File: src/rtl/dbcw_pkg.sv
// Package for the delay based congestion window core.
// Holds request, response, configuration and queue types, codes and reset constants.
// No dependencies.
package dbcw_pkg;

   localparam int QUEUE_DEPTH = 2;
   localparam int QPTR_WIDTH  = $clog2(QUEUE_DEPTH);
   localparam int QCNT_WIDTH  = $clog2(QUEUE_DEPTH + 1);

   localparam int DIV_NUM_WIDTH = 64;
   localparam int DIV_DEN_WIDTH = 48;
   localparam int DIV_CNT_WIDTH = $clog2(DIV_NUM_WIDTH);
   localparam int SQRT_IN_WIDTH = 64;
   localparam int SQRT_OUT_WIDTH = SQRT_IN_WIDTH / 2;
   localparam int SQRT_CNT_WIDTH = $clog2(SQRT_OUT_WIDTH);

   localparam logic [15:0] RST_MSS     = 16'd1500;
   localparam logic [31:0] RST_BASE    = 32'd25000;
   localparam logic [31:0] RST_ALPHA   = 32'd0;
   localparam logic [31:0] RST_BETA    = 32'd0;
   localparam logic [31:0] RST_RANGE   = 32'd0;
   localparam logic [15:0] RST_MAX_MDF = 16'd32768;
   localparam logic [15:0] RST_MD_BETA = 16'd52429;
   localparam logic [15:0] RST_AI_GAIN = 16'd256;
   localparam logic [31:0] RST_WINDOW  = 32'd15000;

   localparam logic [16:0] ONE_Q16     = 17'h10000;
   localparam logic [31:0] SAT_MAX     = 32'hFFFF_FFFF;
   localparam logic [7:0]  RTX_MAX     = 8'hFF;

   typedef enum logic [2:0] {
      CSR_MSS       = 3'd0,
      CSR_BASE      = 3'd1,
      CSR_ALPHA     = 3'd2,
      CSR_BETA      = 3'd3,
      CSR_RANGE     = 3'd4,
      CSR_MAX_MDF   = 3'd5,
      CSR_MD_BETA   = 3'd6,
      CSR_AI_GAIN   = 3'd7
   } csr_index_type;

   typedef enum logic [1:0] {
      KIND_NACK    = 2'd0,
      KIND_TIMEOUT = 2'd1,
      KIND_ACK     = 2'd2
   } kind_type;

   typedef enum logic [3:0] {
      ST_IDLE,
      ST_MUL,
      ST_TOTAL,
      ST_CLASS,
      ST_DIV1,
      ST_SQRT,
      ST_DIV2,
      ST_TGT,
      ST_CMP,
      ST_AI2,
      ST_AI3,
      ST_DIV4,
      ST_MD,
      ST_DIV3,
      ST_CUT,
      ST_SCALE
   } back_state_type;

   typedef struct packed {
      logic [15:0] nack_count;
      logic [15:0] timeout_count;
      logic [15:0] ack_count;
      logic [31:0] rtt_sample;
      logic [31:0] now_time;
   } req_type;

   typedef struct packed {
      logic [31:0] window_bytes;
      logic        status;
      logic        nack_consumed;
      logic        timeout_consumed;
      logic [15:0] acks_consumed;
      logic        window_decreased;
   } rsp_type;

   typedef struct packed {
      logic [15:0] mss;
      logic [31:0] base_delay;
      logic [31:0] flow_alpha;
      logic [31:0] fs_beta;
      logic [31:0] flow_cap;
      logic [15:0] max_mdf;
      logic [15:0] md_beta;
      logic [15:0] ai_gain;
   } cfg_type;

   typedef struct packed {
      kind_type    kind;
      logic [15:0] acks;
      logic [31:0] rtt;
      logic [31:0] now;
   } item_type;

   typedef struct packed {
      logic     valid;
      item_type item;
   } queue_out_type;

   typedef struct packed {
      logic                     start;
      logic [DIV_NUM_WIDTH-1:0] num;
      logic [DIV_DEN_WIDTH-1:0] den;
   } div_req_type;

   typedef struct packed {
      logic                     busy;
      logic [DIV_NUM_WIDTH-1:0] quot;
   } div_rsp_type;

   typedef struct packed {
      logic                     start;
      logic [SQRT_IN_WIDTH-1:0] x;
   } sqrt_req_type;

   typedef struct packed {
      logic                      busy;
      logic [SQRT_OUT_WIDTH-1:0] root;
   } sqrt_rsp_type;

endpackage

File: src/rtl/dbcw_div.sv
// Shared restoring divider, one quotient bit per cycle.
// Depends on dbcw_pkg.
module dbcw_div (
   input  logic                  clock,
   input  logic                  reset,
   input  dbcw_pkg::div_req_type div_req,
   output dbcw_pkg::div_rsp_type div_rsp
);
   import dbcw_pkg::*;

   logic                     busy_ff, busy_in;
   logic [DIV_CNT_WIDTH-1:0] cnt_ff, cnt_in;
   logic [DIV_DEN_WIDTH:0]   rem_ff, rem_in;
   logic [DIV_NUM_WIDTH-1:0] quo_ff, quo_in;
   logic [DIV_DEN_WIDTH-1:0] den_ff, den_in;
   logic [DIV_DEN_WIDTH:0]   rem_sh;
   logic                     fit;

   assign rem_sh = {rem_ff[DIV_DEN_WIDTH-1:0], quo_ff[DIV_NUM_WIDTH-1]};
   assign fit    = (rem_sh >= {1'b0, den_ff});

   always_comb begin
      busy_in = busy_ff;
      cnt_in  = cnt_ff;
      rem_in  = rem_ff;
      quo_in  = quo_ff;
      den_in  = den_ff;
      if (busy_ff) begin
         rem_in = fit ? rem_sh - {1'b0, den_ff} : rem_sh;
         quo_in = {quo_ff[DIV_NUM_WIDTH-2:0], fit};
         cnt_in = cnt_ff + 1'b1;
         if (cnt_ff == DIV_CNT_WIDTH'(DIV_NUM_WIDTH - 1)) begin
            busy_in = 1'b0;
         end
      end else if (div_req.start) begin
         busy_in = 1'b1;
         cnt_in  = '0;
         rem_in  = '0;
         quo_in  = div_req.num;
         den_in  = div_req.den;
      end
   end

   always_ff @(posedge clock) begin
      if (reset) begin
         busy_ff <= 1'b0;
         cnt_ff  <= '0;
      end else begin
         busy_ff <= busy_in;
         cnt_ff  <= cnt_in;
      end
   end

   always_ff @(posedge clock) begin
      rem_ff <= rem_in;
      quo_ff <= quo_in;
      den_ff <= den_in;
   end

   assign div_rsp.busy = busy_ff;
   assign div_rsp.quot = quo_ff;

endmodule

File: config.mk
export PLATFORM = sky130hd
export DESIGN_NAME = dbcw_div
export DESIGN_NICKNAME = d
export VERILOG_FILES = /design/src/rtl/dbcw_pkg.sv /design/src/rtl/dbcw_div.sv
export SDC_FILE = /design/constraint.sdc
export NUM_CORES = 1
export LEC_CHECK = 0
export ABC_AREA = 1
export BUFFER_PORTS_ARGS = -buffer_cell sky130_fd_sc_hd__buf_2
export CAP_MARGIN = 30
export CORE_MARGIN = 4
export CORE_UTILIZATION = 50
export CTS_CLUSTER_DIAMETER = 30
export DETAILED_ROUTE_END_ITERATION = 16
export GPL_TIMING_DRIVEN = 0
export PLACE_DENSITY = 0.82
export RECOVER_POWER = 25
export SKIP_LAST_GASP = 1
export SLEW_MARGIN = 20
export SYNTH_ARGS = -nofsm -noshare
export SYNTH_HDL_FRONTEND = slang
export SYNTH_SLANG_ARGS = --single-unit
File: constraint.sdc
create_clock -name clock -period 3.2 [get_ports clock]
set_input_delay 0.64 -clock clock [delete_from_list [all_inputs] [get_ports clock]]
set_output_delay 0.64 -clock clock [all_outputs]
set_load 0.1 [all_outputs]
==> results.json <==
{
  "finalClockSkew_ns": 0.0201,
  "relSlewSlack": 0.135,
  "fin_crit_sh": 0.831,
  "yosysUniqueCellTypes": 35,
  "area_growth_pct": 16.6,
  "rsz0062_at_grt": "false",
  "pre_cts_ws_ns": 0.585,
  "grtUsageMet2": 0.442,
  "r2r-end": "rem_ff[28]",
  "antenna_found_initial": 0,
  "synth_area_um2": 11500,
  "hpwl_mm": 28.0,
  "startpoint": "quo_ff[63]",
  "clkSinkCount": 167,
  "worstSetupEndpointType": "flip-flop",
  "fmax_ghz": 0.376,
  "tightestPinTransition_ns": 1.30,
  "io_pins": 180,
  "layout_commonest_cell": "nand2_1",
  "routed_wl_mm": 34.7,
  "synth.avg_cell_area_um2": 7.01,
  "status": "finished, final reports clean",
  "ys_ff_latch": 167,
  "cts_tree": "done",
  "synth_nets": 1805,
  "groute.layer.met3.usage": 0.0674,
  "route.vias.total": 10600,
  "final_antenna_net_count": 0,
  "vias_per_cell": 4.97,
  "synth-seq-area-share": 0.430,
  "fin_util": 0.592,
  "clk_latency_ns": 0.45,
  "place_congestion": 0.972,
  "die_area_um2": 25500,
  "finalSetupTns_ns": 0,
  "vdd_ir_drop_max_mv": 0.481,
  "cts_root_buf": "clkbuf_16",
  "setup_viol": 0,
  "drc_errors": 0,
  "r2r_cells": 16,
  "core_region_area_um2": 22600,
  "p_leak_uw": 0.00720,
  "drtIter0Drc": 767,
  "finalWorstPathRequiredPeriod_ns": 2.66,
  "setup.worst_path.end": "rem_ff[28]",
  "n_antenna_cell": 0,
  "num_rows": 55,
  "r2r-start": "quo_ff[63]",
  "hp-class": "input port to flip-flop",
  "grt.busiest_layer": "met2",
  "path_clk_slew_ns": 0.07,
  "hold_viol_final": 0,
  "worstPathArrival_ns": 2.85,
  "postSynthCellCount": 1640,
  "gr-usage-met1": 0.351,
  "cap_violations": 0,
  "post_drt_wl_per_cell_um": 16.2,
  "worstSetupStartpointType": "flip-flop",
  "grt_pass1_wl_mm": 54.4,
  "cp.required_ns": 3.39,
  "dr.pass1.iters": 5,
  "die_x_um": 160,
  "nets": 2008,
  "path_max_fanout": 3,
  "cts.repair.resized": 0,
  "critPathKind": "flip-flop to flip-flop",
  "ys_warn_count": 0,
  "cts_buffers": 17,
  "drive_gt1_frac": 0.114,
  "grt_max_degree": 37,
  "die_h_um": 160,
  "hold_buffers": 0,
  "clock_path_buffers": 2,
  "power_density_nw_per_um2": 604,
  "track_usage": 0.272,
  "initial_core_util": 0.508,
  "h-tree-depth": 4,
  "timing.final.ws_setup_ns": 0.541,
  "most-common-layout-cells": "692 x nand2_1, 306 x inv_1, 186 x nor2_1",
  "grt_pass1_vias": 10400,
  "fillers": 2169,
  "post-cts-setup-buffer-count": 0,
  "grt_remaining_overflow": 0,
  "numPortBuffers": 179,
  "reg2reg_slack_ns": 0.54,
  "slew_viol_final": 0
}
worst max-delay path, stage by stage, from the launching register on:
cell and delay, ns:
edfxtp_1 0.36, inv_1 0.07, ha_1 0.22, fa_1 0.42, inv_1 0.15, nand2_1 0.07, nand2_1 0.07, and2_1 0.23
nand2_1 0.09, nand3_1 0.18, nand2_1 0.16, nand2_1 0.10, nand2_1 0.05, nand2_1 0.08, nand2_1 0.06, nand2_1 0.06
nor2_1 0.04
logic make-up (layout without fill, tap and decap cells):
logic type	after synthesis	in the layout	synth area share
and+or+nand+nor	1011	1011	0.358
DFF	167	167	0.430
xor gates and xnor gates	23	23	0.0175
AOI/OAI and AO/OA	43	43	0.0198
buffers and inverters	346	562	0.120
adders and majority gates	50	50	0.0550
cell usage after synthesis (all sizes together):
library cell    n  area, um2
nand2         699       2650
inv           312       1170
nor2          194        763
edfxtp        160       4800
nand3          66        353
ha             49        613
a21oi          35        175
nand3b         30        225
xor2           22        193
buf            18        144
clkbuf         16       60.1
nand4          10       62.6
dfxtp           7        140
nor3            6       30.0
and2            4       26.3
o21ai           3       15.0
a211oi          2       15.0
o21bai          2       15.0
a21o            1       7.51
fa              1       20.0
nor4            1       6.26
or2             1       6.26
xnor2           1       8.76
registers in the layout, summed over array words and instances, names as in the netlist:
signal and count:
busy_ff 1, quo_ff 64, cnt_ff 6, den_ff 48, rem_ff 48
layer usage:
metal	up-vias	routed length, um
met1	4732	14700
met4	0	1320
met2	439	15700
met3	63	2980
li1	5406	-
met5	-	0
stage by stage:
step                      hold WS, ns  cells  cell area (um2)  power, uW
final                           0.365   2141            13400       8090
after global routing            0.351   2141            13400       8550
after CTS                       0.356   2141            13500       8110
after detailed placement        0.486   2109            12900       6000
after global placement          0.465   2104            12800       5950
after floorplan                 0.450   1640            11500       5170
cell type report:
| type | count | area, um2 | share of cell area |
|---|---|---|---|
| inverter | 312 | 1170 | 0.0876 |
| sequential | 167 | 4940 | 0.369 |
| clock inverter | 14 | 154 | 0.0115 |
| timing repair buffer | 184 | 952 | 0.0710 |
| tap | 285 | 357 | 0.0266 |
| clock buffer | 18 | 439 | 0.0328 |
| multi-input combinational | 1127 | 5180 | 0.386 |
| buffer | 34 | 204 | 0.0152 |
worst min-delay path by stage:
| stage | from | to | slack (ns) | cells after the start |
|---|---|---|---|---|
| 2_1_floorplan | cnt_ff[1] | cnt_ff[1] | 0.45 | 2 |
| 3_3_place_gp | cnt_ff[5] | cnt_ff[5] | 0.47 | 2 |
| 3_5_place_dp | cnt_ff[4] | cnt_ff[4] | 0.49 | 1 |
| 4_1_cts | div_req[5] | den_ff[5] | 0.36 | 1 |
| 5_1_grt | div_req[2] | den_ff[2] | 0.35 | 1 |
| 6_report | div_req[45] | den_ff[45] | 0.36 | 1 |
power breakdown:
| part | switching [uW] | internal [uW] | leakage [uW] |
|---|---|---|---|
| clock network | 1040 | 1070 | 0.000288 |
| logic | 2300 | 857 | 0.00523 |
| registers | 130 | 2690 | 0.00168 |
Power figures use the tool's default switching activity.
