### src/rtl/dbcw_pkg.sv
// Package for the delay based congestion window core.
// Holds request, response, configuration and queue types, codes and reset constants.
// No dependencies.
package dbcw_pkg;

   localparam int QUEUE_DEPTH = 2;
   localparam int QPTR_WIDTH  = $clog2(QUEUE_DEPTH);
   localparam int QCNT_WIDTH  = $clog2(QUEUE_DEPTH + 1);

   localparam int DIV_NUM_WIDTH = 64;
   localparam int DIV_DEN_WIDTH = 48;
   localparam int DIV_CNT_WIDTH = $clog2(DIV_NUM_WIDTH);
   localparam int SQRT_IN_WIDTH = 64;
   localparam int SQRT_OUT_WIDTH = SQRT_IN_WIDTH / 2;
   localparam int SQRT_CNT_WIDTH = $clog2(SQRT_OUT_WIDTH);

   localparam logic [15:0] RST_MSS     = 16'd1500;
   localparam logic [31:0] RST_BASE    = 32'd25000;
   localparam logic [31:0] RST_ALPHA   = 32'd0;
   localparam logic [31:0] RST_BETA    = 32'd0;
   localparam logic [31:0] RST_RANGE   = 32'd0;
   localparam logic [15:0] RST_MAX_MDF = 16'd32768;
   localparam logic [15:0] RST_MD_BETA = 16'd52429;
   localparam logic [15:0] RST_AI_GAIN = 16'd256;
   localparam logic [31:0] RST_WINDOW  = 32'd15000;

   localparam logic [16:0] ONE_Q16     = 17'h10000;
   localparam logic [31:0] SAT_MAX     = 32'hFFFF_FFFF;
   localparam logic [7:0]  RTX_MAX     = 8'hFF;

   typedef enum logic [2:0] {
      CSR_MSS       = 3'd0,
      CSR_BASE      = 3'd1,
      CSR_ALPHA     = 3'd2,
      CSR_BETA      = 3'd3,
      CSR_RANGE     = 3'd4,
      CSR_MAX_MDF   = 3'd5,
      CSR_MD_BETA   = 3'd6,
      CSR_AI_GAIN   = 3'd7
   } csr_index_type;

   typedef enum logic [1:0] {
      KIND_NACK    = 2'd0,
      KIND_TIMEOUT = 2'd1,
      KIND_ACK     = 2'd2
   } kind_type;

   typedef enum logic [3:0] {
      ST_IDLE,
      ST_MUL,
      ST_TOTAL,
      ST_CLASS,
      ST_DIV1,
      ST_SQRT,
      ST_DIV2,
      ST_TGT,
      ST_CMP,
      ST_AI2,
      ST_AI3,
      ST_DIV4,
      ST_MD,
      ST_DIV3,
      ST_CUT,
      ST_SCALE
   } back_state_type;

   typedef struct packed {
      logic [15:0] nack_count;
      logic [15:0] timeout_count;
      logic [15:0] ack_count;
      logic [31:0] rtt_sample;
      logic [31:0] now_time;
   } req_type;

   typedef struct packed {
      logic [31:0] window_bytes;
      logic        status;
      logic        nack_consumed;
      logic        timeout_consumed;
      logic [15:0] acks_consumed;
      logic        window_decreased;
   } rsp_type;

   typedef struct packed {
      logic [15:0] mss;
      logic [31:0] base_delay;
      logic [31:0] flow_alpha;
      logic [31:0] fs_beta;
      logic [31:0] flow_cap;
      logic [15:0] max_mdf;
      logic [15:0] md_beta;
      logic [15:0] ai_gain;
   } cfg_type;

   typedef struct packed {
      kind_type    kind;
      logic [15:0] acks;
      logic [31:0] rtt;
      logic [31:0] now;
   } item_type;

   typedef struct packed {
      logic     valid;
      item_type item;
   } queue_out_type;

   typedef struct packed {
      logic                     start;
      logic [DIV_NUM_WIDTH-1:0] num;
      logic [DIV_DEN_WIDTH-1:0] den;
   } div_req_type;

   typedef struct packed {
      logic                     busy;
      logic [DIV_NUM_WIDTH-1:0] quot;
   } div_rsp_type;

   typedef struct packed {
      logic                     start;
      logic [SQRT_IN_WIDTH-1:0] x;
   } sqrt_req_type;

   typedef struct packed {
      logic                      busy;
      logic [SQRT_OUT_WIDTH-1:0] root;
   } sqrt_rsp_type;

endpackage

### src/rtl/dbcw_sqrt.sv
// Integer square root, one result bit per cycle.
// Depends on dbcw_pkg.
module dbcw_sqrt (
   input  logic                   clock,
   input  logic                   reset,
   input  dbcw_pkg::sqrt_req_type sqrt_req,
   output dbcw_pkg::sqrt_rsp_type sqrt_rsp
);
   import dbcw_pkg::*;

   logic                      busy_ff, busy_in;
   logic [SQRT_CNT_WIDTH-1:0] cnt_ff, cnt_in;
   logic [SQRT_IN_WIDTH-1:0]  x_ff, x_in;
   logic [SQRT_OUT_WIDTH+2:0] rem_ff, rem_in;
   logic [SQRT_OUT_WIDTH-1:0] root_ff, root_in;
   logic [SQRT_OUT_WIDTH+2:0] rem_sh;
   logic [SQRT_OUT_WIDTH+2:0] trial;

   assign rem_sh = {rem_ff[SQRT_OUT_WIDTH:0], x_ff[SQRT_IN_WIDTH-1 -: 2]};
   assign trial  = {1'b0, root_ff, 2'b01};

   always_comb begin
      busy_in = busy_ff;
      cnt_in  = cnt_ff;
      x_in    = x_ff;
      rem_in  = rem_ff;
      root_in = root_ff;
      if (busy_ff) begin
         x_in = {x_ff[SQRT_IN_WIDTH-3:0], 2'b00};
         if (rem_sh >= trial) begin
            rem_in  = rem_sh - trial;
            root_in = {root_ff[SQRT_OUT_WIDTH-2:0], 1'b1};
         end else begin
            rem_in  = rem_sh;
            root_in = {root_ff[SQRT_OUT_WIDTH-2:0], 1'b0};
         end
         cnt_in = cnt_ff + 1'b1;
         if (cnt_ff == SQRT_CNT_WIDTH'(SQRT_OUT_WIDTH - 1)) begin
            busy_in = 1'b0;
         end
      end else if (sqrt_req.start) begin
         busy_in = 1'b1;
         cnt_in  = '0;
         x_in    = sqrt_req.x;
         rem_in  = '0;
         root_in = '0;
      end
   end

   always_ff @(posedge clock) begin
      if (reset) begin
         busy_ff <= 1'b0;
         cnt_ff  <= '0;
      end else begin
         busy_ff <= busy_in;
         cnt_ff  <= cnt_in;
      end
   end

   always_ff @(posedge clock) begin
      x_ff    <= x_in;
      rem_ff  <= rem_in;
      root_ff <= root_in;
   end

   assign sqrt_rsp.busy = busy_ff;
   assign sqrt_rsp.root = root_ff;

endmodule

### config.mk
export PLATFORM = sky130hd
export DESIGN_NAME = dbcw_sqrt
export DESIGN_NICKNAME = d
export VERILOG_FILES = /design/src/rtl/dbcw_pkg.sv /design/src/rtl/dbcw_sqrt.sv
export SDC_FILE = /design/constraint.sdc
export NUM_CORES = 1
export LEC_CHECK = 0
export BUFFER_PORTS_ARGS = -buffer_cell sky130_fd_sc_hd__buf_2
export CAP_MARGIN = 15
export CORE_ASPECT_RATIO = 2
export CORE_UTILIZATION = 55
export DETAILED_ROUTE_END_ITERATION = 16
export HOLD_SLACK_MARGIN = 0.1
export PLACE_DENSITY = 0.84
export SYNTH_ARGS = -nofsm -noshare
export SYNTH_HDL_FRONTEND = slang
export SYNTH_SLANG_ARGS = --single-unit
### constraint.sdc
create_clock -name clock -period 4.2 [get_ports clock]
set_input_delay 0 -clock clock [delete_from_list [all_inputs] [get_ports clock]]
set_output_delay 0 -clock clock [all_outputs]
set_load 0.01 [all_outputs]
==> metrics.cfg <==
[clocking]
clk_latency_ns=0.42
post_cts_buffers=0
max-clock-path-buffers=2
cts_tree=built
clock_sinks=135
clk_pin_slew_ns=0.06
cts-root-buf=clkbuf_16
numCtsBuffers=17
htree_levels=4

[placed_design]
routabilityCongestion=0.897
dp_hpwl_mm=11.1
detailedPlace.worstSlack_ns=0.738
portBuffers=99

[routing]
drtIter0Drc=322
vias=5834
dr.pass1.iters=5
vias_per_cell=6.10
drc=0
routed_wl_mm=18.3
routedWlPerCell_um=19.1
final_antenna_net_count=0

[setup_path]
crit_type=flop to flop
crit_chain=ha_1, a21oi_1, o2111ai_1, a41oi_1, a22oi_2, a31oi_4, o211ai_2, a21oi_4, buf_4, mux2i_1, nor2_1
worstPathArrival_ns=3.65
reg2reg_depth=11
start_kind=flop
end_kind=flop
r2r_start=rem_ff[12]
regToRegEndpoint=rem_ff[7]
r2r_setup_slack_ns=0.68
crit_slowest_cell=a21oi_4
crit_start=rem_ff[12]
crit_family=compound AO/OA/AOI/OAI gates
cp_max_fo=15
slowest_delay_ns=0.53
crit_buf_inv=1
cp.required_ns=4.33

[final_layout]
finalNetCount=894
syn_to_final_growth_pct=24.6
drive_gt1_frac=0.189
n_antenna_cell=0
fillers=890

[sta]
clock.fmax_ghz=0.284
setup_viol=0
finalWorstSetupSlack_ns=0.685
finalCritPeriodShare=0.837
fin_skew_ns=0.0133
drv_slew=0
slew_headroom=0.389
rsz0062_at_grt=no
tns_ns=0
whs_ns=0.373
tightestPinTransition_ns=0.916
period_minus_slack_ns=3.52
hold_viol_final=0

[power]
pwr-share-comb=0.360
p_seq_frac=0.356
p_clk_frac=0.285
switchingPower_uw=1770
ir_drop_v=0.000328
p_leak_uw=0.00391
p_sw_frac=0.347
p_int_uw=3330
power_density_mw_per_mm2=556

[global_route]
grt_pass1_wl_mm=29.2
grt_pass1_vias=6162
grtUsageMet2=0.516
use_met1=0.276
overflow=0
grt_use_total=0.270
met3_usage=0.0502
grt_busiest_layer=met2
grt_max_degree=78
antenna_found_initial=0

[yosys]
avgSynthCellArea_sq_um=11.6
syn-instance-count=636
ys_ff_latch=135
ys.flop_type=edfxtp_1
synthesis.nets=739
synth_area_sq_mm=0.00736
synth_edf_count=127
synthDistinctLibCells=62
yosys_warnings=0
async_flop_share=0
yosysSeqAreaShare=0.540

[min_path]
min_from=reset
holdPathEnd=cnt_ff[1]
whs_path_depth=3
holdCritPathClass=input port to flop

[die]
die_y_um=166
start_util=0.566
dieArea_sq_mm=0.0139
core_sq_mm=0.0130
die_x_um=83.8
ioPinCount=100
rows=59

[status]
status=finished clean

[run]
drv_cap=0

## state kept, by name (all words and copies together) (netlist names)
| register | cells |
|---|---|
| root_ff | 32 |
| x_ff | 64 |
| cnt_ff | 5 |
| rem_ff | 33 |
| busy_ff | 1 |
## cells in the mapped netlist (all sizes together), types with 3 or more instances
cell    number  area, sq um
a31oi       10         77.6
a21oi       33          173
nor3         8         40.0
inv         44          165
nand3       11         60.1
nand2       21         78.8
o21ai       13         65.1
buf         11         80.1
o31ai        3         32.5
a22o        63          552
xor2        13          114
nor2b        4         25.0
nand4        5         31.3
or3          4         25.0
clkbuf      24         91.3
dfxtp        8          160
o21bai       4         33.8
nor4         5         37.5
nor2        80          300
a211oi       5         42.5
o21a         3         22.5
nor3b        3         22.5
mux2i       33          330
edfxtp     127         3810
nand2b       3         18.8
a21o        11         82.6
xnor2       15          131
and3         4         25.0
and2         3         18.8
ha          36          450
o211ai       7         57.6
## stage by stage
step                instance area (sq um)   util  std cells  total power (uW)
floorplan                            7360      -        636              3200
global placement                     7940  0.611        858              3490
detailed placement                   7940  0.611        858              3570
CTS                                  9170  0.706        956              5070
global route                         9170  0.706        956              5340
finish                               9170  0.706        956              5100
## per-layer routing
| layer | vias up | share of wire |
|---|---|---|
| li1 | 2705 | - |
| met1 | 2816 | 0.36 |
| met2 | 246 | 0.55 |
| met3 | 67 | 0.048 |
| met4 | 0 | 0.040 |
| met5 | - | 0 |
## worst max path at each step
stage	end	depth (start not counted)	slack [ns]
2_1_floorplan	cnt_ff[3]	3	0.71
3_3_place_gp	rem_ff[9]	11	0.77
3_5_place_dp	rem_ff[7]	11	0.74
4_1_cts	rem_ff[7]	11	0.69
5_1_grt	rem_ff[6]	12	0.45
6_report	rem_ff[7]	11	0.68
## logic make-up (layout without fill, tap and decap cells)
logic type,Yosys count,in the layout,share of synthesized area
multiplexers,33,33,0.0449
AO/OA/AOI/OAI,167,167,0.174
buffers and inverters,79,247,0.0457
adder cells (fa/ha/maj),36,36,0.0612
flip-flops,135,135,0.540
AND/OR/NAND/NOR,158,158,0.101
XOR/XNOR,28,28,0.0333
## repair_timing
item | CTS | global route
resized for setup | 0 | 0
hold buffers | 66 | 0
hold endpoints to repair | 70 | 0
## power by group through the flow
| stage | Sequential [uW] | Combinational, uW | Clock [uW] |
|---|---|---|---|
| finish | 1810 | 1830 | 1450 |
| global route | 1830 | 2000 | 1510 |
| CTS | 1810 | 1800 | 1460 |
| detailed placement | 1830 | 1740 | 0 |
| global placement | 1820 | 1660 | 0 |
| floorplan | 1820 | 1380 | 0 |
## layout make-up
class | count | area, sq um | share of cell area
Clock inverter | 14 | 140 | 0.0153
Inverter | 44 | 168 | 0.0183
Clock buffer | 18 | 429 | 0.0468
Multi-Input combinational cell | 422 | 3060 | 0.334
Sequential cell | 135 | 3980 | 0.434
Timing Repair Buffer | 171 | 1200 | 0.131
Tap cell | 152 | 190 | 0.0207
## tightest hold or removal path, delay by kind of cell
family        cells  cell delay, ns
buf+inv           2            0.69
simple gates      1            0.06
## layout by cell type (no fill, tap or decap), types with 3 or more instances in the layout
| master | netlist | final |
|---|---|---|
| nor4_1 | 4 | 4 |
| nor3_1 | 8 | 8 |
| and3_1 | 4 | 4 |
| clkbuf_16 | 0 | 17 |
| or3_1 | 4 | 4 |
| clkinvlp_4 | 0 | 4 |
| a21oi_1 | 31 | 31 |
| buf_4 | 2 | 6 |
| o21ai_0 | 12 | 12 |
| nor2_1 | 80 | 80 |
| nor2b_1 | 4 | 3 |
| buf_2 | 1 | 99 |
| nand2b_1 | 3 | 3 |
| nand4_1 | 5 | 5 |
| xnor2_1 | 15 | 15 |
| dfxtp_1 | 8 | 7 |
| a211oi_1 | 4 | 4 |
| inv_1 | 44 | 42 |
| o21bai_1 | 3 | 3 |
| nand3_1 | 10 | 10 |
| mux2i_1 | 33 | 33 |
| a31oi_1 | 9 | 9 |
| nor3b_1 | 3 | 3 |
| inv_6 | 0 | 4 |
| xor2_1 | 13 | 13 |
| ha_1 | 36 | 36 |
| o211ai_1 | 6 | 6 |
| dlygate4sd3_1 | 0 | 66 |
| a22o_1 | 63 | 63 |
| o21a_1 | 3 | 3 |
| edfxtp_1 | 127 | 127 |
| a21o_1 | 11 | 11 |
| nand2_1 | 21 | 21 |
Note: power is estimated with default switching activity, not from simulation.
