`src/rtl/dbcw_pkg.sv`:
```
// Package for the delay based congestion window core.
// Holds request, response, configuration and queue types, codes and reset constants.
// No dependencies.
package dbcw_pkg;

   localparam int QUEUE_DEPTH = 2;
   localparam int QPTR_WIDTH  = $clog2(QUEUE_DEPTH);
   localparam int QCNT_WIDTH  = $clog2(QUEUE_DEPTH + 1);

   localparam int DIV_NUM_WIDTH = 64;
   localparam int DIV_DEN_WIDTH = 48;
   localparam int DIV_CNT_WIDTH = $clog2(DIV_NUM_WIDTH);
   localparam int SQRT_IN_WIDTH = 64;
   localparam int SQRT_OUT_WIDTH = SQRT_IN_WIDTH / 2;
   localparam int SQRT_CNT_WIDTH = $clog2(SQRT_OUT_WIDTH);

   localparam logic [15:0] RST_MSS     = 16'd1500;
   localparam logic [31:0] RST_BASE    = 32'd25000;
   localparam logic [31:0] RST_ALPHA   = 32'd0;
   localparam logic [31:0] RST_BETA    = 32'd0;
   localparam logic [31:0] RST_RANGE   = 32'd0;
   localparam logic [15:0] RST_MAX_MDF = 16'd32768;
   localparam logic [15:0] RST_MD_BETA = 16'd52429;
   localparam logic [15:0] RST_AI_GAIN = 16'd256;
   localparam logic [31:0] RST_WINDOW  = 32'd15000;

   localparam logic [16:0] ONE_Q16     = 17'h10000;
   localparam logic [31:0] SAT_MAX     = 32'hFFFF_FFFF;
   localparam logic [7:0]  RTX_MAX     = 8'hFF;

   typedef enum logic [2:0] {
      CSR_MSS       = 3'd0,
      CSR_BASE      = 3'd1,
      CSR_ALPHA     = 3'd2,
      CSR_BETA      = 3'd3,
      CSR_RANGE     = 3'd4,
      CSR_MAX_MDF   = 3'd5,
      CSR_MD_BETA   = 3'd6,
      CSR_AI_GAIN   = 3'd7
   } csr_index_type;

   typedef enum logic [1:0] {
      KIND_NACK    = 2'd0,
      KIND_TIMEOUT = 2'd1,
      KIND_ACK     = 2'd2
   } kind_type;

   typedef enum logic [3:0] {
      ST_IDLE,
      ST_MUL,
      ST_TOTAL,
      ST_CLASS,
      ST_DIV1,
      ST_SQRT,
      ST_DIV2,
      ST_TGT,
      ST_CMP,
      ST_AI2,
      ST_AI3,
      ST_DIV4,
      ST_MD,
      ST_DIV3,
      ST_CUT,
      ST_SCALE
   } back_state_type;

   typedef struct packed {
      logic [15:0] nack_count;
      logic [15:0] timeout_count;
      logic [15:0] ack_count;
      logic [31:0] rtt_sample;
      logic [31:0] now_time;
   } req_type;

   typedef struct packed {
      logic [31:0] window_bytes;
      logic        status;
      logic        nack_consumed;
      logic        timeout_consumed;
      logic [15:0] acks_consumed;
      logic        window_decreased;
   } rsp_type;

   typedef struct packed {
      logic [15:0] mss;
      logic [31:0] base_delay;
      logic [31:0] flow_alpha;
      logic [31:0] fs_beta;
      logic [31:0] flow_cap;
      logic [15:0] max_mdf;
      logic [15:0] md_beta;
      logic [15:0] ai_gain;
   } cfg_type;

   typedef struct packed {
      kind_type    kind;
      logic [15:0] acks;
      logic [31:0] rtt;
      logic [31:0] now;
   } item_type;

   typedef struct packed {
      logic     valid;
      item_type item;
   } queue_out_type;

   typedef struct packed {
      logic                     start;
      logic [DIV_NUM_WIDTH-1:0] num;
      logic [DIV_DEN_WIDTH-1:0] den;
   } div_req_type;

   typedef struct packed {
      logic                     busy;
      logic [DIV_NUM_WIDTH-1:0] quot;
   } div_rsp_type;

   typedef struct packed {
      logic                     start;
      logic [SQRT_IN_WIDTH-1:0] x;
   } sqrt_req_type;

   typedef struct packed {
      logic                      busy;
      logic [SQRT_OUT_WIDTH-1:0] root;
   } sqrt_rsp_type;

endpackage

```
`src/rtl/dbcw_front.sv`:
```
// Front end: accepts requests, classifies them by event kind, queues them.
// Depends on dbcw_pkg.
module dbcw_front (
   input  logic                   clock,
   input  logic                   reset,
   input  logic                   req_push,
   output logic                   req_full,
   input  dbcw_pkg::req_type      req_data,
   input  logic                   q_pop,
   output dbcw_pkg::queue_out_type q_out
);
   import dbcw_pkg::*;

   item_type              mem_ff [QUEUE_DEPTH];
   logic [QPTR_WIDTH-1:0] wr_ptr_ff, wr_ptr_in;
   logic [QPTR_WIDTH-1:0] rd_ptr_ff, rd_ptr_in;
   logic [QCNT_WIDTH-1:0] count_ff, count_in;
   item_type              item_new;
   logic                  do_push;
   logic                  do_pop;

   always_comb begin
      if (req_data.nack_count != 16'd0) begin
         item_new.kind = KIND_NACK;
      end else if (req_data.timeout_count != 16'd0) begin
         item_new.kind = KIND_TIMEOUT;
      end else begin
         item_new.kind = KIND_ACK;
      end
      item_new.acks = req_data.ack_count;
      item_new.rtt  = req_data.rtt_sample;
      item_new.now  = req_data.now_time;
   end

   assign req_full    = (count_ff == QCNT_WIDTH'(QUEUE_DEPTH));
   assign do_push     = req_push && !req_full;
   assign do_pop      = q_pop && (count_ff != '0);
   assign q_out.valid = (count_ff != '0);
   assign q_out.item  = mem_ff[rd_ptr_ff];

   always_comb begin
      wr_ptr_in = wr_ptr_ff;
      rd_ptr_in = rd_ptr_ff;
      count_in  = count_ff;
      if (do_push) begin
         wr_ptr_in = (wr_ptr_ff == QPTR_WIDTH'(QUEUE_DEPTH - 1)) ? '0 : wr_ptr_ff + 1'b1;
      end
      if (do_pop) begin
         rd_ptr_in = (rd_ptr_ff == QPTR_WIDTH'(QUEUE_DEPTH - 1)) ? '0 : rd_ptr_ff + 1'b1;
      end
      if (do_push && !do_pop) begin
         count_in = count_ff + 1'b1;
      end else if (!do_push && do_pop) begin
         count_in = count_ff - 1'b1;
      end
   end

   always_ff @(posedge clock) begin
      if (reset) begin
         wr_ptr_ff <= '0;
         rd_ptr_ff <= '0;
         count_ff  <= '0;
      end else begin
         wr_ptr_ff <= wr_ptr_in;
         rd_ptr_ff <= rd_ptr_in;
         count_ff  <= count_in;
      end
   end

   always_ff @(posedge clock) begin
      if (do_push) begin
         mem_ff[wr_ptr_ff] <= item_new;
      end
   end

endmodule

```
`config.mk`:
```
export PLATFORM = sky130hd
export DESIGN_NAME = dbcw_front
export DESIGN_NICKNAME = d
export VERILOG_FILES = /design/src/rtl/dbcw_pkg.sv /design/src/rtl/dbcw_front.sv
export SDC_FILE = /design/constraint.sdc
export NUM_CORES = 1
export LEC_CHECK = 0
export BUFFER_PORTS_ARGS = -buffer_cell sky130_fd_sc_hd__buf_2
export CORE_MARGIN = 4
export CORE_UTILIZATION = 54
export DETAILED_ROUTE_END_ITERATION = 12
export GPL_TIMING_DRIVEN = 0
export PLACE_DENSITY = 0.84
export SYNTH_ARGS = -nofsm -noshare
export SYNTH_HDL_FRONTEND = slang
export SYNTH_SLANG_ARGS = --single-unit
```
`constraint.sdc`:
```
create_clock -name clock -period 7.8 [get_ports clock]
set_input_delay 0.39 -clock clock [delete_from_list [all_inputs] [get_ports clock]]
set_output_delay 0.39 -clock clock [all_outputs]
set_load 0.01 [all_outputs]
```
==> results of run 1 <==
## cells by family after synthesis
| family | count (synthesis) |
|---|---|
| AO/OA/AOI/OAI | 5 |
| XOR/XNOR | 3 |
| adder cells (fa/ha/maj) | 1 |
| buffers and inverters | 11 |
| flip-flops | 169 |
| multiplexers | 82 |
| AND/OR/NAND/NOR | 21 |
## per-stage QoR
stage,hold WS (ns),cells,setup WS (ns)
after detailed placement,0.492,633,5.75
after global placement,0.466,631,3.87
after CTS,0.143,665,5.61
final,0.160,665,5.67
after global routing,0.144,665,5.59
after floorplan,0.452,292,4.81
## Yosys cell counts, drive strengths merged
cell      n
ha        1
or3       2
edfxtp  164
inv       2
nor2b     2
or2       1
buf       9
nand4     2
o21ai     3
a21oi     2
mux2     82
nor2      5
xor2      3
and2      1
nor4      8
dfxtp     5
## power by group through the flow
stage / Combinational (uW) / Sequential [uW] / Clock, uW
2_1_floorplan: 395 / 1190 / 0
3_3_place_gp: 618 / 1200 / 0
3_5_place_dp: 646 / 1190 / 0
4_1_cts: 655 / 1170 / 792
5_1_grt: 691 / 1180 / 836
6_report: 642 / 1170 / 779
## critical path: stages, from the launching register on
cell,delay (ns)
dfxtp_1,0.30
buf_2,0.26
buf_4,0.25
mux2_2,0.38
buf_2,0.15
## final cells by class
cell class                 count  area [um^2]  share of cell area
tap                          140          175              0.0220
multi-input combinational    112         1110               0.139
sequential                   169         5020               0.630
clock buffer                  19          433              0.0543
clock inverter                13          120              0.0151
timing repair buffer         201         1040               0.130
buffer                         9         65.1             0.00816
inverter                       2         10.0             0.00126
## path summary, 6_finish.rpt
| kind | slack [ns] | depth (start not counted) | endpoint | start |
|---|---|---|---|---|
| min | 0.16 | 1 | mem_ff[0][24] | req_data[24] |
| max | 5.67 | 4 | q_out[22] | flip-flop |
| min reg2reg | 0.52 | 2 | wr_ptr_ff | wr_ptr_ff |
| max reg2reg | 5.80 | 4 | mem_ff[0][59] | count_ff[1] |
## cells in the final DEF, fill, tap and decap left out, types with 3 or more instances in the layout
master,n
nor4_1,8
nor2_1,5
buf_2,200
o21ai_0,3
mux2_2,82
inv_6,4
dfxtp_1,5
clkinv_4,3
xor2_1,3
edfxtp_1,164
buf_4,8
clkbuf_16,17
## flip-flops by register name (all words and copies together), names as in the netlist, named ones only
| name | cells |
|---|---|
| count_ff | 2 |
| mem_ff | 164 |
| rd_ptr_ff | 1 |
| wr_ptr_ff | 1 |
## per-layer routing
metal,global-route usage,up-vias,share of wire
met4,0.0704,2,0.017
met2,0.346,159,0.54
met5,0,-,0.0012
met3,0.0716,18,0.083
met1,0.196,1686,0.36
li1,-,1606,-
==> flow_summary.rst, run 1 <==
.. list-table::
   :header-rows: 1

   * - Metric
     - Value
   * - Clock share of power
     - 0.301
   * - Grt total ovfl
     - 0
   * - Final RePlAce weighted congestion
     - between 0.7 and 0.8
   * - Overall via count from detail_route
     - 3,471
   * - Crit path time final
     - between 2 and 2.5 ns
   * - Count of standard-cell rows
     - 38
   * - Chip width
     - 115 um
   * - Core area
     - about 11,000 um^2
   * - Simple logic cell fraction of the synthesized area
     - 0.0196
   * - Number of gates resized after cts
     - 0
   * - Count of antenna-violating nets left after detailed routing
     - 0
   * - Area of placed instances
     - 7420 um^2
   * - Dominant combinational cell family by area after synthesis
     - multiplexers
   * - Total count of max-transition violations in the final report
     - 0
   * - Share of the core filled with cells
     - 0.723
   * - Vias in the first global route
     - 3,832
   * - Clock Skews
     - 0.0102 ns
   * - Source-to-sink clock delay at the later pin of the worst-skew pair
     - between 0.4 and 0.5 ns
   * - Mean post-synth cell area
     - 21.3 um^2
   * - FILL cells
     - 678
   * - Hold crit path type
     - input port to flip-flop
   * - Post-CTS setup-driven buffer insertion count
     - 0
   * - Finished Cell Area
     - roughly 8000 um^2
   * - Vertical die dimension
     - between 100 and 150 um
   * - Status
     - complete, no violations
   * - Proportion of power drawn by flip-flops and latches
     - 0.452
   * - First DRT Iteration DRCs
     - ~160
   * - Number of clock sinks
     - 169
   * - Layout cells sized above 1
     - 0.619
   * - Total half-perimeter wirelength after legalization and detailed placement
     - 8780 um
   * - Internal power contribution
     - 1880 uW
   * - Worst setup EP type
     - output pin
   * - IR drop worst, VDD
     - roughly 200 uV
   * - Post-detailed-route DRC marker count
     - 0
   * - Post-synthesis register bit count
     - ~170
   * - DIE AREA
     - approximately 13,000 um^2
   * - Yosys warnings
     - 0
   * - Setup repair after global routing missed its margin
     - false
   * - Required time of the worst setup path
     - 7.41 ns
   * - Max Freq
     - 470 MHz
   * - Number of endpoints with negative hold slack in the final report
     - 0
   * - Growth of design area from synthesis to finish
     - 28.5%
   * - Fraction of post-synthesis cell area in the top cell type by area
     - 0.794
   * - Setup Viol. Count Final
     - 0
   * - Post-synthesis compound-gate area fraction
     - 0.00403
   * - Deepest clock path buffer count
     - 2
   * - Top cells by area in the synthesized netlist
     - edfxtp_1 (79%), mux2_2 (15%), dfxtp_1 (1.6%)
   * - I/O pin total
     - 200
   * - Net count after synthesis
     - ~410
   * - Yosys cell types
     - 18
   * - Number of vias per cell
     - 5.22
   * - Gate power share
     - 0.248
   * - Htree depth
     - 4
   * - Hold buffer count at cts
     - 0
   * - Antenna violations before repair
     - 1
   * - Pwr Total
     - approximately 2600 uW
   * - Synthesized-area fraction occupied by xor and xnor cells
     - 0.00423
   * - Sequential share of the synthesized area
     - 0.810
   * - Quantity of I/O buffers inserted on ports
     - 199
   * - Crit path max fanout
     - 10
   * - Largest net degree at the start of global routing
     - 46
   * - Clock transition at the registers of the reported paths
     - 0.07 ns
   * - Power density over the cells
     - 325 nW/um^2
   * - Worst-Margin Slew
     - 0.534 ns
   * - First-pass GRT wire length
     - 18,500 um
   * - Crit Path Class
     - flip-flop to output pin
   * - Signal arrival time at the worst endpoint
     - 1.74 ns
   * - Detailed Route WL
     - around 12,000 um
   * - Instance count of the mapped netlist
     - 292
   * - Switching Share
     - 0.273
   * - Adder-cell area share of the yosys netlist
     - 0.00202
   * - Aggregate global-route resource usage
     - 0.189
   * - Leak
     - 0.00306 uW
   * - Total negative setup slack
     - 0 ns
   * - Cell type with the largest total area after synthesis
     - edfxtp_1
   * - Average detailed-routed wire length per instance
     - 18.5 um
   * - Count of nets after finishing
     - between 600 and 700
   * - DR pass1 iterations
     - 4
   * - Relative slew margins
     - 0.644
   * - Max-cap violation count
     - 0
   * - Root buffer selected by CTS
     - clkbuf_16
   * - Clock tree from TritonCTS
     - done
   * - Starting density of the core
     - 0.563
   * - Category of the worst setup path launch point
     - flip-flop
   * - Mux cell area share after synthesis
     - 0.149
   * - Count of antenna diodes in the layout
     - 0
   * - Fraction of the cycle the final worst path needs
     - 0.272
   * - Cts bufs inserted
     - 17
   * - Post-synthesis instance area
     - about 6200 um^2
   * - Switching power summed over all nets
     - a little over 700 uW
(Power assumes the default switching activity.)
==> run 2, diff against run 1 <==
CORE_UTILIZATION = 50   (was 54)
PLACE_DENSITY = 0.79   (was 0.84)
clock period = 2.1 ns   (was 7.8 ns; I/O delays follow)
==> flow_summary.rst, run 2 (same netlist as run 1, synthesis figures left out) <==
.. list-table::
   :header-rows: 1

   * - Metric
     - Value
   * - Growth of design area from synthesis to finish
     - 42.9%
   * - Max-cap violation count
     - 0
   * - Sum of met3 wire segment lengths after detailed routing
     - 821 um
   * - Detailed Route WL
     - approximately 14,000 um
   * - Layout cells sized above 1
     - 0.540
   * - Quantity of I/O buffers inserted on ports
     - ~200
   * - Total half-perimeter wirelength after legalization and detailed placement
     - 8280 um
   * - Count of antenna diodes in the layout
     - 0
   * - Leak
     - 0.00341 uW
   * - Minimum hold slack
     - 0.0841 ns
   * - Share of the core filled with cells
     - 0.735
   * - DR pass1 iterations
     - 4
   * - Post-detailed-route DRC marker count
     - 0
   * - Post-CTS setup-driven buffer insertion count
     - 0
   * - Root buffer selected by CTS
     - clkbuf_16
   * - Overall via count from detail_route
     - between 3,000 and 4,000
   * - Most flop-heavy register
     - mem_ff
   * - Fraction of the cycle the final worst path needs
     - 0.865
   * - Clock tree from TritonCTS
     - done
   * - First DRT Iteration DRCs
     - 201
   * - Terminating pin of the worst hold path
     - wr_ptr_ff
   * - IR drop worst, VDD
     - 720 uV
   * - Antenna violations before repair
     - 0
   * - Total negative setup slack
     - 0 ns
   * - Status
     - complete, no violations
   * - Power density over the cells
     - about 1100 nW/um^2
   * - Number of clock sinks
     - 169
   * - Core area
     - 12,100 um^2
   * - Instance count along the most critical hold path
     - 4
   * - Number of vias per cell
     - about 5
   * - DIE AREA
     - 14,300 um^2
   * - Source-to-sink clock delay at the later pin of the worst-skew pair
     - 0.41 ns
   * - Final RePlAce weighted congestion
     - 0.863
   * - Relative slew margins
     - 0.617
   * - First-pass GRT wire length
     - 21,200 um
   * - I/O pin total
     - 200
   * - Crit Path Class
     - flip-flop to output pin
   * - Category of the worst setup path launch point
     - flip-flop
   * - Required time of the worst setup path
     - 2.00 ns
   * - Crit path time final
     - 1.82 ns
   * - Cts bufs inserted
     - 17
   * - Max reg flops
     - between 150 and 200
   * - Worst setup EP type
     - output pin
   * - Top flop regs
     - mem_ff x164, count_ff x2
   * - Number of endpoints with negative hold slack in the final report
     - 0
   * - Count of nets after finishing
     - around 700
   * - Signal arrival time at the worst endpoint
     - 1.71 ns
   * - Startpoint of the most critical register-to-register path
     - count_ff[1]
   * - Commonest non-fill, non-tap cell in the layout
     - buf_2
   * - Grt total ovfl
     - 0
   * - Clock Skews
     - roughly 0.0065 ns
   * - Vertical die dimension
     - 119 um
   * - Routed length on met2
     - 7400 um
   * - Average detailed-routed wire length per instance
     - 17.7 um
   * - Chip width
     - 119 um
   * - Count of antenna-violating nets left after detailed routing
     - 0
   * - Hold crit path type
     - input port to flip-flop
   * - Aggregate global-route resource usage
     - 0.197
   * - Cells on worst reg2reg path
     - 4
   * - Crit path max fanout
     - 10
   * - Vias in the first global route
     - 4,297
   * - Setup Viol. Count Final
     - 0
   * - Reg2reg end
     - mem_ff[1][35]
   * - Total count of max-transition violations in the final report
     - 0
   * - Max Freq
     - approximately 550 MHz
   * - Commonest cells after routing, fill and taps aside
     - buf_2 (200), edfxtp_1 (164), mux2_2 (82)
   * - Starting density of the core
     - 0.515
   * - Worst min-delay path startpoint
     - req_push
   * - Register-to-register setup slack
     - 0.29 ns
   * - Clock transition at the registers of the reported paths
     - 0.06 ns
   * - Setup repair after global routing missed its margin
     - false
   * - Largest net degree at the start of global routing
     - 46
   * - Deepest clock path buffer count
     - 2
   * - Count of standard-cell rows
     - 40
   * - Routed met1 length
     - 5090 um
   * - Top metal layer carrying routed signals
     - met4
   * - Worst-Margin Slew
     - 0.574 ns
   * - Htree depth
     - 4
==> run 2: changes by cell type in the layout (fill, tap and decap cells not counted), sizes merged <==
cell         before  now
dlygate4sd3       0   81
inv               6    2
clkinv            6    8
clkinvlp          2    4
buf             210  211
bufinv            1    2
clkbuf           19   18
==> run 2: layout make-up <==
| type | count | area (um^2) |
|---|---|---|
| buffer | 9 | 65.1 |
| clock buffer | 18 | 429 |
| clock inverter | 14 | 131 |
| fill | 728 | 3190 |
| inverter | 2 | 11.3 |
| multi-input combinational | 112 | 1120 |
| sequential | 169 | 5030 |
| tap | 168 | 210 |
| timing repair buffer | 283 | 1870 |
==> run 2: worst max-delay path by stage <==
stage,slack (ns),to
after global placement,-0.73,mem_ff[0][35]
after global routing,0.16,mem_ff[1][35]
after detailed placement,0.28,mem_ff[1][35]
after CTS,0.21,q_out[68]
final,0.28,q_out[76]
after floorplan,-0.13,mem_ff[0][0]
==> run 2: where the power goes <==
group	switching (uW)	total, uW	internal, uW
Combinational	1300	2550	1250
Sequential	116	4350	4240
Clock	1190	2920	1730
Total	2600	9830	7220
==> run 2: metrics by stage <==
step	std cells	instance area, um^2	setup slack [ns]	power [uW]
6_report	775	8870	0.283	9830
3_3_place_gp	659	7430	-0.726	6740
3_5_place_dp	662	7500	0.284	6840
4_1_cts	775	8870	0.210	9880
5_1_grt	775	8870	0.158	10300
2_1_floorplan	292	6220	-0.128	5880
==> run 2: worst max-delay path, stage by stage (launching register included) <==
cell	delay, ns
dfxtp_1	0.30
buf_2	0.25
buf_4	0.25
mux2_2	0.36
buf_2	0.15
==> run 2: per-layer routing <==
metal / GRT usage / vias to the layer above
met5: 0 / -
met4: 0.0931 / 0
met1: 0.208 / 1855
met3: 0.0589 / 35
li1: - / 1768
met2: 0.359 / 170
==> run 2: repair_timing <==
action	CTS	global route
gates resized for setup	0	0
hold endpoints to repair	165	0
hold buffers	81	0
==> run 3, diff against run 2 <==
==> constraint.sdc (replaced) <==
create_clock -name clock -period 2.1 [get_ports clock]
set_input_delay 0 -clock clock [delete_from_list [all_inputs] [get_ports clock]]
set_output_delay 0 -clock clock [all_outputs]
set_load 0.01 [all_outputs]
==> flow_summary.rst, run 3 (same netlist as run 1, synthesis figures left out) <==
.. list-table::
   :header-rows: 1

   * - Metric
     - Value
   * - Status
     - complete, no violations
   * - Signal arrival time at the worst endpoint
     - 2.21 ns
   * - Max Freq
     - 512 MHz
   * - Antenna violations before repair
     - 0
   * - Capturing instance or port of the critical path
     - mem_ff[0][81]
   * - Reg2reg end
     - mem_ff[1][35]
   * - Total count of max-transition violations in the final report
     - 0
   * - Worst setup EP type
     - flip-flop
   * - CP top delay family
     - buffers and inverters
   * - Worst min-delay path startpoint
     - q_pop
   * - First DRT Iteration DRCs
     - 200
   * - Clock tree from TritonCTS
     - done
   * - Critical Path, Cell by Cell
     - dlygate4sd3_1 -> buf_2 -> nor4_1 -> dlygate4sd3_1 -> nand4_1 -> dlygate4sd3_1 -> nor2_1
   * - Number of endpoints with negative hold slack in the final report
     - 0
   * - Crit path time final
     - around 2.0 ns
   * - Aggregate global-route resource usage
     - 0.199
   * - Setup repair after global routing missed its margin
     - false
   * - Deepest clock path buffer count
     - 2
   * - Final RePlAce weighted congestion
     - 0.863
   * - Detailed Route WL
     - 13,800 um
   * - Core area
     - 12,100 um^2
   * - Fraction of the cycle the final worst path needs
     - 0.929
   * - Layout cells sized above 1
     - 0.535
   * - Most flop-heavy register
     - mem_ff
   * - Minimum hold slack
     - ~0.026 ns
   * - Number of placed instances with taps included
     - ~660
   * - CP Launch Point
     - req_data[95]
   * - CP Buf/Inv Count
     - 4
   * - Crit path max fanout
     - 2
   * - Starting density of the core
     - 0.515
   * - Overall via count from detail_route
     - 3,868
   * - Crit Path Class
     - input port to flip-flop
   * - Hold crit path type
     - input port to flip-flop
   * - Category of the worst setup path launch point
     - input port
   * - Number of vias per cell
     - ~5
   * - Average detailed-routed wire length per instance
     - 17.7 um
   * - Source-to-sink clock delay at the later pin of the worst-skew pair
     - slightly above 0.4 ns
   * - DR pass1 iterations
     - 5
   * - Relative slew margins
     - 0.618
   * - Maximum single-stage delay on the critical path
     - 0.59 ns
   * - Count of antenna-violating nets left after detailed routing
     - 0
   * - Vias in the first global route
     - 4,342
   * - Power density over the cells
     - ~1100 nW/um^2
   * - I/O pin total
     - 200
   * - Cells on worst reg2reg path
     - 4
   * - Post-detailed-route DRC marker count
     - 0
   * - Clock Skews
     - 0.00693 ns
   * - Htree depth
     - 4
   * - Largest net degree at the start of global routing
     - 46
   * - Total half-perimeter wirelength after legalization and detailed placement
     - 8280 um
   * - WP depth
     - 7
   * - Post-CTS setup-driven buffer insertion count
     - 0
   * - Setup Viol. Count Final
     - 0
   * - Cell repeated most along the worst path
     - dlygate4sd3_1
   * - DIE AREA
     - about 14,000 um^2
   * - Worst-Margin Slew
     - 0.573 ns
   * - Required time of the worst setup path
     - 2.36 ns
   * - Count of antenna diodes in the layout
     - 0
   * - Cts bufs inserted
     - 17
   * - Commonest non-fill, non-tap cell in the layout
     - buf_2
   * - Vertical die dimension
     - 119 um
   * - Critical path's slowest cell
     - dlygate4sd3_1
   * - IR drop worst, VDD
     - 712 uV
   * - Startpoint of the most critical register-to-register path
     - count_ff[1]
   * - Growth of design area from synthesis to finish
     - 43.9%
   * - Count of standard-cell rows
     - 40
   * - Clock transition at the registers of the reported paths
     - 0.06 ns
   * - Layout Cells excl Fill
     - 781
   * - Leak
     - 0.00344 uW
   * - Root buffer selected by CTS
     - clkbuf_16
   * - Number of clock sinks
     - 169
   * - Top flop regs
     - mem_ff x164, count_ff x2
   * - First-pass GRT wire length
     - 21,400 um
   * - Max reg flops
     - approximately 160
   * - Chip width
     - 119 um
   * - Count of nets after finishing
     - 717
   * - Commonest cells after routing, fill and taps aside
     - buf_2 (200), edfxtp_1 (164), dlygate4sd3_1 (87)
   * - Grt total ovfl
     - 0
   * - Register-to-register setup slack
     - 0.29 ns
   * - Max-cap violation count
     - 0
   * - Quantity of I/O buffers inserted on ports
     - around 200
-- run 3: cell types whose count changed in the layout (fill, tap and decap cells not counted), sizes merged --
cell	previous run	this run
dlygate4sd3	81	87
-- run 3: where the power goes --
| part | internal, uW | switching, uW |
|---|---|---|
| logic | 1260 | 1300 |
| registers | 4240 | 117 |
| clock network | 1730 | 1190 |
| total | 7230 | 2600 |
-- run 3: layer usage --
layer  up-vias  part of all wire  global-route usage
met5         -                 0                   0
met4         0             0.034              0.0974
met3        39             0.065              0.0613
met2       184              0.54               0.363
met1      1870              0.36               0.205
li1       1775                 -                   -
-- run 3: area by class of cell --
type                       count  area (um^2)
sequential                   169         5030
timing repair buffer         289         1930
multi-input combinational    112         1120
tap                          168          210
clock inverter                14          131
clock buffer                  18          429
buffer                         9         65.1
fill                         718         3130
inverter                       2         11.3
-- run 3: worst min-delay path by stage --
| stage | to | slack, ns | depth (start not counted) |
|---|---|---|---|
| 2_1_floorplan | count_ff[1] | 0.06 | 1 |
| 3_3_place_gp | mem_ff[0][61] | 0.19 | 1 |
| 3_5_place_dp | mem_ff[0][59] | 0.19 | 1 |
| 4_1_cts | mem_ff[0][80] | 0.005 | 4 |
| 5_1_grt | mem_ff[0][80] | 0.02 | 4 |
| 6_report | flip-flop | 0.03 | 4 |
-- run 3: timing repair --
| action | in CTS | in global routing |
|---|---|---|
| setup endpoints to repair | 0 | 0 |
| gates resized for setup | 0 | 0 |
| endpoints found under the hold margin | 169 | 0 |
| hold buffers | 87 | 0 |
-- run 3: through the flow --
stage          setup slack, ns  power, uW  setup TNS (ns)  utilization  area (um^2)
5_1_grt                 0.0351      10300               0        0.740         8930
6_report                 0.148       9830               0        0.740         8930
3_5_place_dp             0.284       6840               0        0.622         7500
3_3_place_gp            -0.726       6740          -94.88        0.616         7430
2_1_floorplan           -0.128       5880          -10.50            -         6220
4_1_cts                  0.180       9890               0        0.740         8930
-- run 3: worst register-to-register path: stages (launching register included) --
cell	delay [ns]
dfxtp_2	0.33
nor2b_4	0.13
nor2_1	0.14
and2_4	0.54
buf_16	0.32
